===== src/design/rlet_pkg.sv =====
package rlet_pkg;
    localparam int ENTRIES_DEF = 16;
    localparam logic [31:0] MAX_BYTES_RST = 32'd16777216;

    localparam logic [2:0] OP_GET     = 3'd0;
    localparam logic [2:0] OP_APPEND  = 3'd1;
    localparam logic [2:0] OP_MARK_OK = 3'd2;
    localparam logic [2:0] OP_MARK_FL = 3'd3;
    localparam logic [2:0] OP_RELEASE = 3'd4;

    localparam logic [1:0] ST_OK     = 2'd0;
    localparam logic [1:0] ST_NOROOM = 2'd1;
    localparam logic [1:0] ST_FAILED = 2'd2;

    typedef struct packed {
        logic [2:0]  op;
        logic [63:0] key;
        logic [3:0]  entry_index;
        logic [15:0] length;
        logic [31:0] now;
    } req_t;

    typedef struct packed {
        logic [1:0] status;
        logic [3:0] result_index;
        logic       writer;
    } rsp_t;
endpackage


===== src/design/refcounted_lru_entry_table.sv =====
// Reference-counted LRU entry table. get looks up a 64-bit key across all
// ENTRIES entries; a hit bumps the count (saturating at 255) and refreshes the
// time, a miss allocates the first free entry or else the unreferenced entry
// with the oldest time (ties to the highest index), status 1 if none. append,
// mark complete, mark failed and release address entry_index directly. A
// front queue of two requests decouples input from the execute sequencer. A
// get runs start, a scan of one entry per cycle, execute, output; other ops
// skip the scan. One transaction is executed at a time. max_bytes is written
// over cfg; the user, not the block, must do so only while the block idles.
module refcounted_lru_entry_table
    import rlet_pkg::*;
#(
    parameter int ENTRIES = ENTRIES_DEF
) (
    input  logic        aclk,
    input  logic        aresetn,
    input  logic        cfg_valid,
    output logic        cfg_ready,
    input  logic [31:0] cfg_data,
    input  logic        s_valid,
    output logic        s_ready,
    input  logic [2:0]  s_op,
    input  logic [63:0] s_key,
    input  logic [3:0]  s_entry_index,
    input  logic [15:0] s_length,
    input  logic [31:0] s_now,
    output logic        m_valid,
    input  logic        m_ready,
    output logic [1:0]  m_status,
    output logic [3:0]  m_result_index,
    output logic        m_writer
);
    logic [31:0] max_bytes_reg;
    logic        q_valid, q_pop;
    req_t        q_head;
    rsp_t        rsp;

    assign cfg_ready = 1'b1;

    always_ff @(posedge aclk) begin
        if (!aresetn) max_bytes_reg <= MAX_BYTES_RST;
        else if (cfg_valid) max_bytes_reg <= cfg_data;
    end

    rlet_front u_front (
        .aclk, .aresetn, .s_valid, .s_ready, .s_op, .s_key, .s_entry_index,
        .s_length, .s_now, .q_valid, .q_pop, .q_head
    );

    rlet_back #(.ENTRIES(ENTRIES)) u_back (
        .aclk, .aresetn, .max_bytes(max_bytes_reg), .q_valid, .q_pop, .q_head,
        .m_valid, .m_ready, .m_rsp(rsp)
    );

    assign m_status       = rsp.status;
    assign m_result_index = rsp.result_index;
    assign m_writer       = rsp.writer;
endmodule


===== src/design/rlet_front.sv =====
// Input stage: pushes the request into a two-entry queue of registers.
module rlet_front
    import rlet_pkg::*;
(
    input  logic        aclk,
    input  logic        aresetn,
    input  logic        s_valid,
    output logic        s_ready,
    input  logic [2:0]  s_op,
    input  logic [63:0] s_key,
    input  logic [3:0]  s_entry_index,
    input  logic [15:0] s_length,
    input  logic [31:0] s_now,
    output logic        q_valid,
    input  logic        q_pop,
    output req_t        q_head
);
    req_t       mem_reg [2];
    logic       wp_reg, wp_next, rp_reg, rp_next;
    logic [1:0] cnt_reg, cnt_next;
    logic       push;

    assign s_ready = (cnt_reg != 2'd2);
    assign push    = s_valid && s_ready;
    assign q_valid = (cnt_reg != 2'd0);
    assign q_head  = mem_reg[rp_reg];

    always_comb begin
        wp_next  = push  ? ~wp_reg : wp_reg;
        rp_next  = q_pop ? ~rp_reg : rp_reg;
        cnt_next = cnt_reg + {1'b0, push} - {1'b0, q_pop};
    end

    always_ff @(posedge aclk) begin
        if (!aresetn) begin
            wp_reg  <= 1'b0;
            rp_reg  <= 1'b0;
            cnt_reg <= 2'd0;
        end else begin
            wp_reg  <= wp_next;
            rp_reg  <= rp_next;
            cnt_reg <= cnt_next;
        end
    end

    always_ff @(posedge aclk) begin
        if (push) begin
            mem_reg[wp_reg] <= '{op: s_op, key: s_key, entry_index: s_entry_index,
                                 length: s_length, now: s_now};
        end
    end

    assert property (@(posedge aclk) disable iff (!aresetn) cnt_reg <= 2'd2)
        else $error("queue overflow");
    assert property (@(posedge aclk) disable iff (!aresetn) q_pop |-> q_valid)
        else $error("pop from empty queue");
    assert property (@(posedge aclk) disable iff (!aresetn)
        (push && !q_pop) |=> cnt_reg == $past(cnt_reg) + 2'd1)
        else $error("push lost");
endmodule


===== src/design/rlet_back.sv =====
// Executes requests: for a get, scans entries one per cycle for hit/free/oldest.
module rlet_back
    import rlet_pkg::*;
#(
    parameter int ENTRIES = ENTRIES_DEF
) (
    input  logic        aclk,
    input  logic        aresetn,
    input  logic [31:0] max_bytes,
    input  logic        q_valid,
    output logic        q_pop,
    input  req_t        q_head,
    output logic        m_valid,
    input  logic        m_ready,
    output rsp_t        m_rsp
);
    localparam int IW = $clog2(ENTRIES);
    localparam logic [2:0] S_IDLE = 3'd0, S_SCAN = 3'd1, S_EXEC = 3'd2, S_OUT = 3'd3;

    logic [ENTRIES-1:0] valid_reg, comp_reg, fail_reg;
    logic [63:0] key_reg  [ENTRIES];
    logic [7:0]  ref_reg  [ENTRIES];
    logic [31:0] time_reg [ENTRIES];
    logic [31:0] size_reg [ENTRIES];

    logic [2:0]  st_reg;
    logic [IW:0] ptr_reg;
    logic        hit_reg, free_reg, vic_reg;
    logic [IW-1:0] hit_idx_reg, free_idx_reg, vic_idx_reg;
    logic [31:0] oldest_reg;
    rsp_t        rsp_reg, rsp_next;
    logic [IW-1:0] p;
    logic [IW-1:0] ai;
    logic [IW-1:0] alloc_idx;
    logic        in_range;
    logic [32:0] need;

    assign p         = ptr_reg[IW-1:0];
    assign q_pop     = (st_reg == S_EXEC);
    assign m_valid   = (st_reg == S_OUT);
    assign m_rsp     = rsp_reg;
    assign in_range  = ({28'd0, q_head.entry_index} < 32'(ENTRIES));
    assign ai        = IW'(q_head.entry_index);
    assign need      = {1'b0, size_reg[ai]} + {17'd0, q_head.length};
    assign alloc_idx = free_reg ? free_idx_reg : vic_idx_reg;

    // result of the request at the queue head, taken in S_EXEC
    always_comb begin
        rsp_next = '{status: ST_OK, result_index: 4'd0, writer: 1'b0};
        if (q_head.op == OP_GET) begin
            if (hit_reg) begin
                rsp_next.result_index = 4'(hit_idx_reg);
            end else if (free_reg || vic_reg) begin
                rsp_next.result_index = 4'(alloc_idx);
                rsp_next.writer       = 1'b1;
            end else begin
                rsp_next.status = ST_NOROOM;
            end
        end else if (in_range && q_head.op == OP_APPEND && q_head.length != 16'd0 &&
                     (fail_reg[ai] || need > {1'b0, max_bytes})) begin
            rsp_next.status = ST_FAILED;
        end
    end

    always_ff @(posedge aclk) begin
        if (!aresetn) begin
            st_reg    <= S_IDLE;
            valid_reg <= '0;
            comp_reg  <= '0;
            fail_reg  <= '0;
            for (int i = 0; i < ENTRIES; i++) begin
                key_reg[i]  <= '0;
                ref_reg[i]  <= '0;
                time_reg[i] <= '0;
                size_reg[i] <= '0;
            end
        end else begin
            case (st_reg)
                S_IDLE: if (q_valid) begin
                    ptr_reg  <= '0;
                    hit_reg  <= 1'b0;
                    free_reg <= 1'b0;
                    vic_reg  <= 1'b0;
                    st_reg   <= (q_head.op == OP_GET) ? S_SCAN : S_EXEC;
                end
                S_SCAN: begin
                    if (valid_reg[p] && key_reg[p] == q_head.key && !hit_reg) begin
                        hit_reg <= 1'b1; hit_idx_reg <= p;
                    end
                    if (!valid_reg[p] && !free_reg) begin
                        free_reg <= 1'b1; free_idx_reg <= p;
                    end
                    // <= keeps the highest index on a tie
                    if (valid_reg[p] && ref_reg[p] == 8'd0 &&
                        (!vic_reg || time_reg[p] <= oldest_reg)) begin
                        vic_reg <= 1'b1; vic_idx_reg <= p; oldest_reg <= time_reg[p];
                    end
                    ptr_reg <= ptr_reg + 1'b1;
                    if (ptr_reg == (IW+1)'(ENTRIES-1)) st_reg <= S_EXEC;
                end
                S_EXEC: begin
                    rsp_reg <= rsp_next;
                    st_reg  <= S_OUT;
                    if (q_head.op == OP_GET) begin
                        if (hit_reg) begin
                            if (ref_reg[hit_idx_reg] != 8'hFF)
                                ref_reg[hit_idx_reg] <= ref_reg[hit_idx_reg] + 8'd1;
                            time_reg[hit_idx_reg] <= q_head.now;
                        end else if (free_reg || vic_reg) begin
                            valid_reg[alloc_idx] <= 1'b1;
                            key_reg[alloc_idx]   <= q_head.key;
                            ref_reg[alloc_idx]   <= 8'd1;
                            time_reg[alloc_idx]  <= q_head.now;
                            size_reg[alloc_idx]  <= '0;
                            comp_reg[alloc_idx]  <= 1'b0;
                            fail_reg[alloc_idx]  <= 1'b0;
                        end
                    end else if (in_range) begin
                        case (q_head.op)
                            OP_APPEND: if (q_head.length != 16'd0 && !fail_reg[ai]) begin
                                if (need > {1'b0, max_bytes}) begin
                                    fail_reg[ai] <= 1'b1;
                                end else begin
                                    size_reg[ai] <= need[31:0];
                                    time_reg[ai] <= q_head.now;
                                end
                            end
                            OP_MARK_OK: begin
                                comp_reg[ai] <= 1'b1;
                                time_reg[ai] <= q_head.now;
                            end
                            OP_MARK_FL: fail_reg[ai] <= 1'b1;
                            OP_RELEASE: if (ref_reg[ai] != 8'd0)
                                ref_reg[ai] <= ref_reg[ai] - 8'd1;
                            default: ;
                        endcase
                    end
                end
                S_OUT: if (m_ready) st_reg <= S_IDLE;
                default: st_reg <= S_IDLE;
            endcase
        end
    end

    assert property (@(posedge aclk) disable iff (!aresetn)
        (st_reg == S_EXEC) |=> (st_reg == S_OUT))
        else $error("exec not followed by output");
    assert property (@(posedge aclk) disable iff (!aresetn)
        (st_reg == S_OUT && !m_ready) |=> (st_reg == S_OUT && $stable(rsp_reg)))
        else $error("result dropped");
    assert property (@(posedge aclk) disable iff (!aresetn)
        m_valid |-> !(m_rsp.writer && m_rsp.status != ST_OK))
        else $error("writer with error status");
endmodule


===== config.mk =====
export PLATFORM = sky130hd
export DESIGN_NAME = refcounted_lru_entry_table
export DESIGN_NICKNAME = d
export VERILOG_FILES = /design/src/design/rlet_pkg.sv /design/src/design/refcounted_lru_entry_table.sv /design/src/design/rlet_front.sv /design/src/design/rlet_back.sv
export SDC_FILE = /design/constraint.sdc
export NUM_CORES = 2
export LEC_CHECK = 0
export BUFFER_PORTS_ARGS = -buffer_cell sky130_fd_sc_hd__buf_2
export CAP_MARGIN = 15
export CORE_ASPECT_RATIO = 0.75
export CORE_MARGIN = 4
export CORE_UTILIZATION = 40
export CTS_BUF_LIST = sky130_fd_sc_hd__clkbuf_8
export DETAILED_ROUTE_END_ITERATION = 12
export PLACE_DENSITY = 0.66
export SLEW_MARGIN = 20
export SYNTH_ARGS = -nofsm -noshare
export SYNTH_HDL_FRONTEND = slang
export SYNTH_SLANG_ARGS = --single-unit

===== constraint.sdc =====
create_clock -name aclk -period 10.1 [get_ports aclk]
set_input_delay 0.505 -clock aclk [delete_from_list [all_inputs] [get_ports aclk]]
set_output_delay 0.505 -clock aclk [all_outputs]
set_load 0.01 [all_outputs]

After elaboration in Yosys (flattened, before gate mapping)
Memories as Yosys holds them, arrays and structs flattened. A register that Yosys moved wholly into a read port is not among the register bits.
Index checks and enable logic that the tools add are counted.
{ "word_totals": {"reg_bits": 130, "ram_bits": 2414, "in_bits": 156, "output_inout_bits": 10, "word_cells": 221, "n_memories": 5} }
{ "mem_list": {"columns": ["name", "words", "word_bits", "rd", "rd_clocked_by_memory_dff", "wr", "line", "rtl"], "rows": [
  ["u_back.key_reg", 16, 64, 1, 1, 16, "rlet_back.sv:21", "logic [63:0] key_reg [ENTRIES];"],
  ["u_back.size_reg", 16, 32, 1, 0, 16, "rlet_back.sv:24", "logic [31:0] size_reg [ENTRIES];"],
  ["u_back.time_reg", 16, 32, 1, 1, 16, "rlet_back.sv:23", "logic [31:0] time_reg [ENTRIES];"],
  ["u_front.mem_reg", 2, 119, 1, 1, 1, "rlet_front.sv:18", "req_t mem_reg [2];"],
  ["u_back.ref_reg", 16, 8, 3, 2, 16, "rlet_back.sv:22", "logic [7:0] ref_reg [ENTRIES];"]
]} }
{ "op_classes": {"n_addsub": 6, "magnitude_cmp": 7, "n_eq_ne": 21, "mux": 107, "bitwise": 9, "reduce_logical": 48} }
{ "ops": {"columns": ["op", "n"], "rows": [
  ["$mux W32", 6],
  ["$reduce_or A32 Y1", 5],
  ["$mux W16", 5],
  ["$eq A64 B64 Y1", 1],
  ["$mux W64", 1],
  ["$reduce_or A64 Y1", 1],
  ["$mux W4", 15],
  ["$mux W1", 58],
  ["$add A32 B16 Y33", 1],
  ["$gt A33 B32 Y1", 1],
  ["$le A32 B32 Y1", 1],
  ["$or A16 B16 Y16", 2],
  ["$pmux W16 S2", 1],
  ["$mux W8", 3],
  ["$reduce_or A8 Y1", 3],
  ["$and A16 B16 Y16", 1],
  ["$not A16 Y16", 1],
  ["$reduce_and A4 Y1", 4],
  ["$reduce_bool A16 Y1", 1],
  ["$lt A4 B5 Y1 const B", 3],
  ["$reduce_and A3 Y1", 5],
  ["$eq A3 B2 Y1 const B", 4],
  ["$pmux W3 S4", 1],
  ["$logic_and A1 B1 Y1", 11],
  ["other kinds (32)", 63]
]} }

Depth between registers and ports, before layout
{ "logic_depth": {"depth_word": 13, "depth_mapped": 41, "ltp_nobuf": 29} }

Hierarchy
From an unflattened synthesis, not the netlist that was laid out.
{ "unflattened": {"hier_cells": 7779, "hier_area_um2": 117102.3} }
{ "modules_own_cells": {"columns": ["mod", "n_inst", "cells_per_inst", "area_each_um2", "seq_area_each_um2"], "rows": [
  ["rlet_back", 1, 7276, 106950.1, 67955.2],
  ["rlet_front", 1, 398, 8899.8, 7247.0],
  ["refcounted_lru_entry_table", 1, 105, 1252.5, 640.6]
]} }

Least setup slack after synthesis
Ideal clock, no wire load.
{ "synth_path": {"kind": "register -> register", "from": "register (tool-made name)", "to": "memory u_back.size_reg[1][0] (enable)", "setup_time_ps": 466, "t_arrival_ps": 10125, "required_ps": 9634, "path_slack_ps": -491, "stages_incl_launch_ff": 37, "path_buffers": 10, "synth_period_minus_slack_ps": 10591, "path_cell_list": "dfxtp_1 -> buf_4 -> buf_6 -> mux2i_2 -> buf_4 -> buf_2 -> buf_1 -> buf_1 -> clkbuf_1 -> clkbuf_1 -> nand2_1 -> nand3_1 -> nand3_1 -> a31oi_1 -> ha_1 -> clkbuf_1 -> a211oi_1 -> nor2_1 -> o41ai_1 -> o22ai_1 -> o31ai_1 -> or2_2 -> nor2_1 -> xnor2_1 -> inv_1 -> ha_1 -> a21o_1 -> a21o_1 -> a211o_1 -> o211ai_1 -> nand3_1 -> o211ai_1 -> nand4_1 -> nor2_1 -> buf_2 -> a21boi_0 -> o21ai_0"} }
{ "synth_lines": {"columns": ["item", "line"], "rows": [
  ["end, declared", "rlet_back.sv:24"]
]} }

==> summary.md <==
| Metric | Value |
|---|---|
| First-pass GRT wire length | 509.6 mm |
| Clock Skew | 0.1005 ns |
| Max reg flops | 1024 |
| Root Driver | clkbuf_8 |
| Static Leak | 47.54 nW |
| 1st-iter DRT viols | 11430 |
| Most common cell in the synthesized netlist | edfxtp_1 |
| Worst setup EP type | flip-flop |
| Postcts setup bufs | 0 |
| Crit share post-route | 96.40% |
| RSZ-0062 raised after global routing | no |
| WP data required | 10.79 ns |
| Routed wire length | about 350 mm |
| DR WL/cell | ~27 um |
| Mapped Cells | 8464 |
| Setup WS pre-CTS | 0.3783 ns |
| CTS Sinks | between 2000 and 3000 |
| I/O pin cnt | around 170 |
| Top post-synthesis cells by area | edfxtp_1 (65%), mux4_2 (8.1%), nor2_1 (7.5%) |
| Number of setup violations in the final report | 0 |
| Async set-or-reset flop fraction in the synthesized netlist | 0% |
| Via count | between 70000 and 80000 |
| Yosys warning total | 0 |
| Share of layout cells above drive strength 1 | 17.87% |
| GR Overflow Total | 0 |
| Kind of start point of the critical path | flip-flop |
| CP Class | reg -> reg |
| Rows | 170 |
| WP data arrival | 10.42 ns |
| Final cell count without fillers | about 13000 |
| Slew HR | 16.94% |
| Starting Density | 40.14% |
| Vias in the first global route | 74450 |
| Outcome | complete, no violations |
| Post-Syn Area | between 100000 and 150000 um^2 |
| Drt drc | 0 |
| Post-synth EDFFs | 2473 |
| Syn Nets | 8713 |
| Hold crit path type | in -> reg |
| Seq/Total Area, Yosys | 66.09% |
| Yosys top cell by area | edfxtp_1 |
| Final Hold Fails | 0 |
| Port Buf Inserts | 164 |
| Vias/cell | 5.867 |
| Core area | 285900 um^2 |
| TritonCTS buffer count | 409 |
| Avg Inst Size Synth | 13.56 um^2 |
| Critical path's slowest cell | o211ai_1 |
| Worst-path fanout max | 103 |
| Area Growth Syn to Fin | 12.76% |
| Longest Clk Path Bufs | 4 |
| Tmin final | 9.736 ns |
| CTS tree | built |
| Total GRT Usage | 23.25% |
| #FFs+latches synth | between 2000 and 3000 |
| Die Width | 626.5 um |
| Routed Antenna Nets | 0 |
| Max-Cap Viols | 0 |
| H-tree Lvls | 5 |
| PnR worst setup slack | 0.3636 ns |
| Nets | between 9000 and 10000 |
| Synth unique cells | 94 |
| Worst-margin pin slew | 1.238 ns |
| Reg clk slew, reported paths | 0.06 ns |
| FMAX | 0.1027 GHz |
| Top FF cell, synth | edfxtp_1 |
| Setup TNS | 0 ns |
| Commonest cells in the synthesized netlist | edfxtp_1 (2473), nor2_1 (2291), nand2_1 (654) |
| Power per Cell Area | approximately 250 nW/um^2 |
| Placer Congestion | approximately 0.94 |
| First drt pass iteration count | 6 |
| Crit-path max cell delay | 0.85 ns |
| Height of the die | around 470 um |
| Die area | 295600 um^2 |
| Largest net degree at the start of global routing | 116 |
| Worst-Skew Late Latency | 1.05 ns |
| Antenna violations before repair | 12 |
| Peak VDD IR | 0.2247 mV |
| Max-slew violation count | 0 |
| Inst Count DP | 12050 |
| Post-DP HPWL | 209.7 mm |
| Synth top area share | 64.71% |
cell usage in the layout (no fill, tap or decap), drive strengths merged, types with 14 or more instances in the layout:
master       instances
o211ai              31
o21ai               70
nor2b               18
xor2                55
nand3              196
a32oi               23
a31oi               29
clkbuf             426
a221oi              30
edfxtp            2473
xnor2               72
a22oi               38
a21oi               88
mux2i              413
buf                456
mux2                45
mux4               444
dlygate4sd3        153
o21a                14
a21o                42
ha                  92
o221ai              14
nor4                45
o22ai               25
nor3               111
dfxtp               79
inv                265
a211oi              17
nand2b              31
a22o                14
a311oi              39
nand2              658
and3                34
clkinv             154
nand4               29
nor2              2292
critical path: cells and delay by family (launching register included):
kind / cells / cell delay [ns]
AOI/OAI and AO/OA: 13 / 4.05
and+or+nand+nor: 8 / 1.72
buffers and inverters: 5 / 1.51
adders and majority gates: 2 / 0.75
DFF: 1 / 0.73
muxes: 1 / 0.50
cells by family (layout without fill, tap and decap cells):
| kind of cell | after synthesis | after routing | share of synthesized area, % |
|---|---|---|---|
| buf+inv | 787 | 1469 | 3.272 |
| xor+xnor | 127 | 127 | 0.9692 |
| other cells | 1 | 5 | 0.003268 |
| fa+ha+maj | 93 | 93 | 1.020 |
| mux | 901 | 902 | 13.09 |
| simple gates | 3463 | 3463 | 12.17 |
| compound gates | 540 | 540 | 3.387 |
| flops | 2552 | 2552 | 66.09 |
timing repair:
item                                    4_1_cts  5_1_grt
endpoints found under the setup margin        0     1781
gates resized for setup                       0        5
hold buffers                                153        0
hold endpoints to repair                    280        0
final timing paths:
check                                          from                      to  slack (ns)  cells after the start
worst min register to register  u_back.valid_reg[3]     u_back.valid_reg[3]        0.45                      2
worst min-delay path                        m_ready        u_back.st_reg[0]        0.17                      3
worst max-delay path                      flip-flop  u_back.size_reg[0][31]        0.36                     29
worst max register to register            flip-flop  u_back.size_reg[0][31]        0.36                     29
layout make-up:
cell class                 instances  area [um^2]
multi-input combinational       5126        36080
sequential                      2552        75860
tap                             3784         4735
antenna                            4        10.01
clock inverter                   306         1466
inverter                         128        483.0
fill                           25330       156500
clock buffer                     426         5863
timing repair buffer             609         4901
routing by layer:
layer | vias up | track usage [%] | routed length (um)
li1 | 31720 | - | -
met1 | 38090 | 32.58 | 136500
met2 | 5226 | 35.03 | 156200
met3 | 838 | 6.254 | 46320
met4 | 12 | 8.010 | 13200
met5 | - | 0 | 80
power breakdown:
group / switching (mW) / internal, mW / total, mW
combinational: 7.36 / 3.85 / 11.2
clock: 4.15 / 4.03 / 8.19
sequential: 0.349 / 12.2 / 12.5
stage by stage:
stage	util, %	instance area, um^2	total power, mW	hold slack [ns]
after floorplan	-	114800	19.69	0.4185
after global placement	42.13	120400	23.47	0.4269
after detailed placement	42.13	120400	23.59	0.4332
after CTS	45.23	129300	31.74	0.09831
after global routing	45.26	129400	33.11	0.1540
final	45.27	129400	31.91	0.1750
Power figures use the tool's default switching activity.
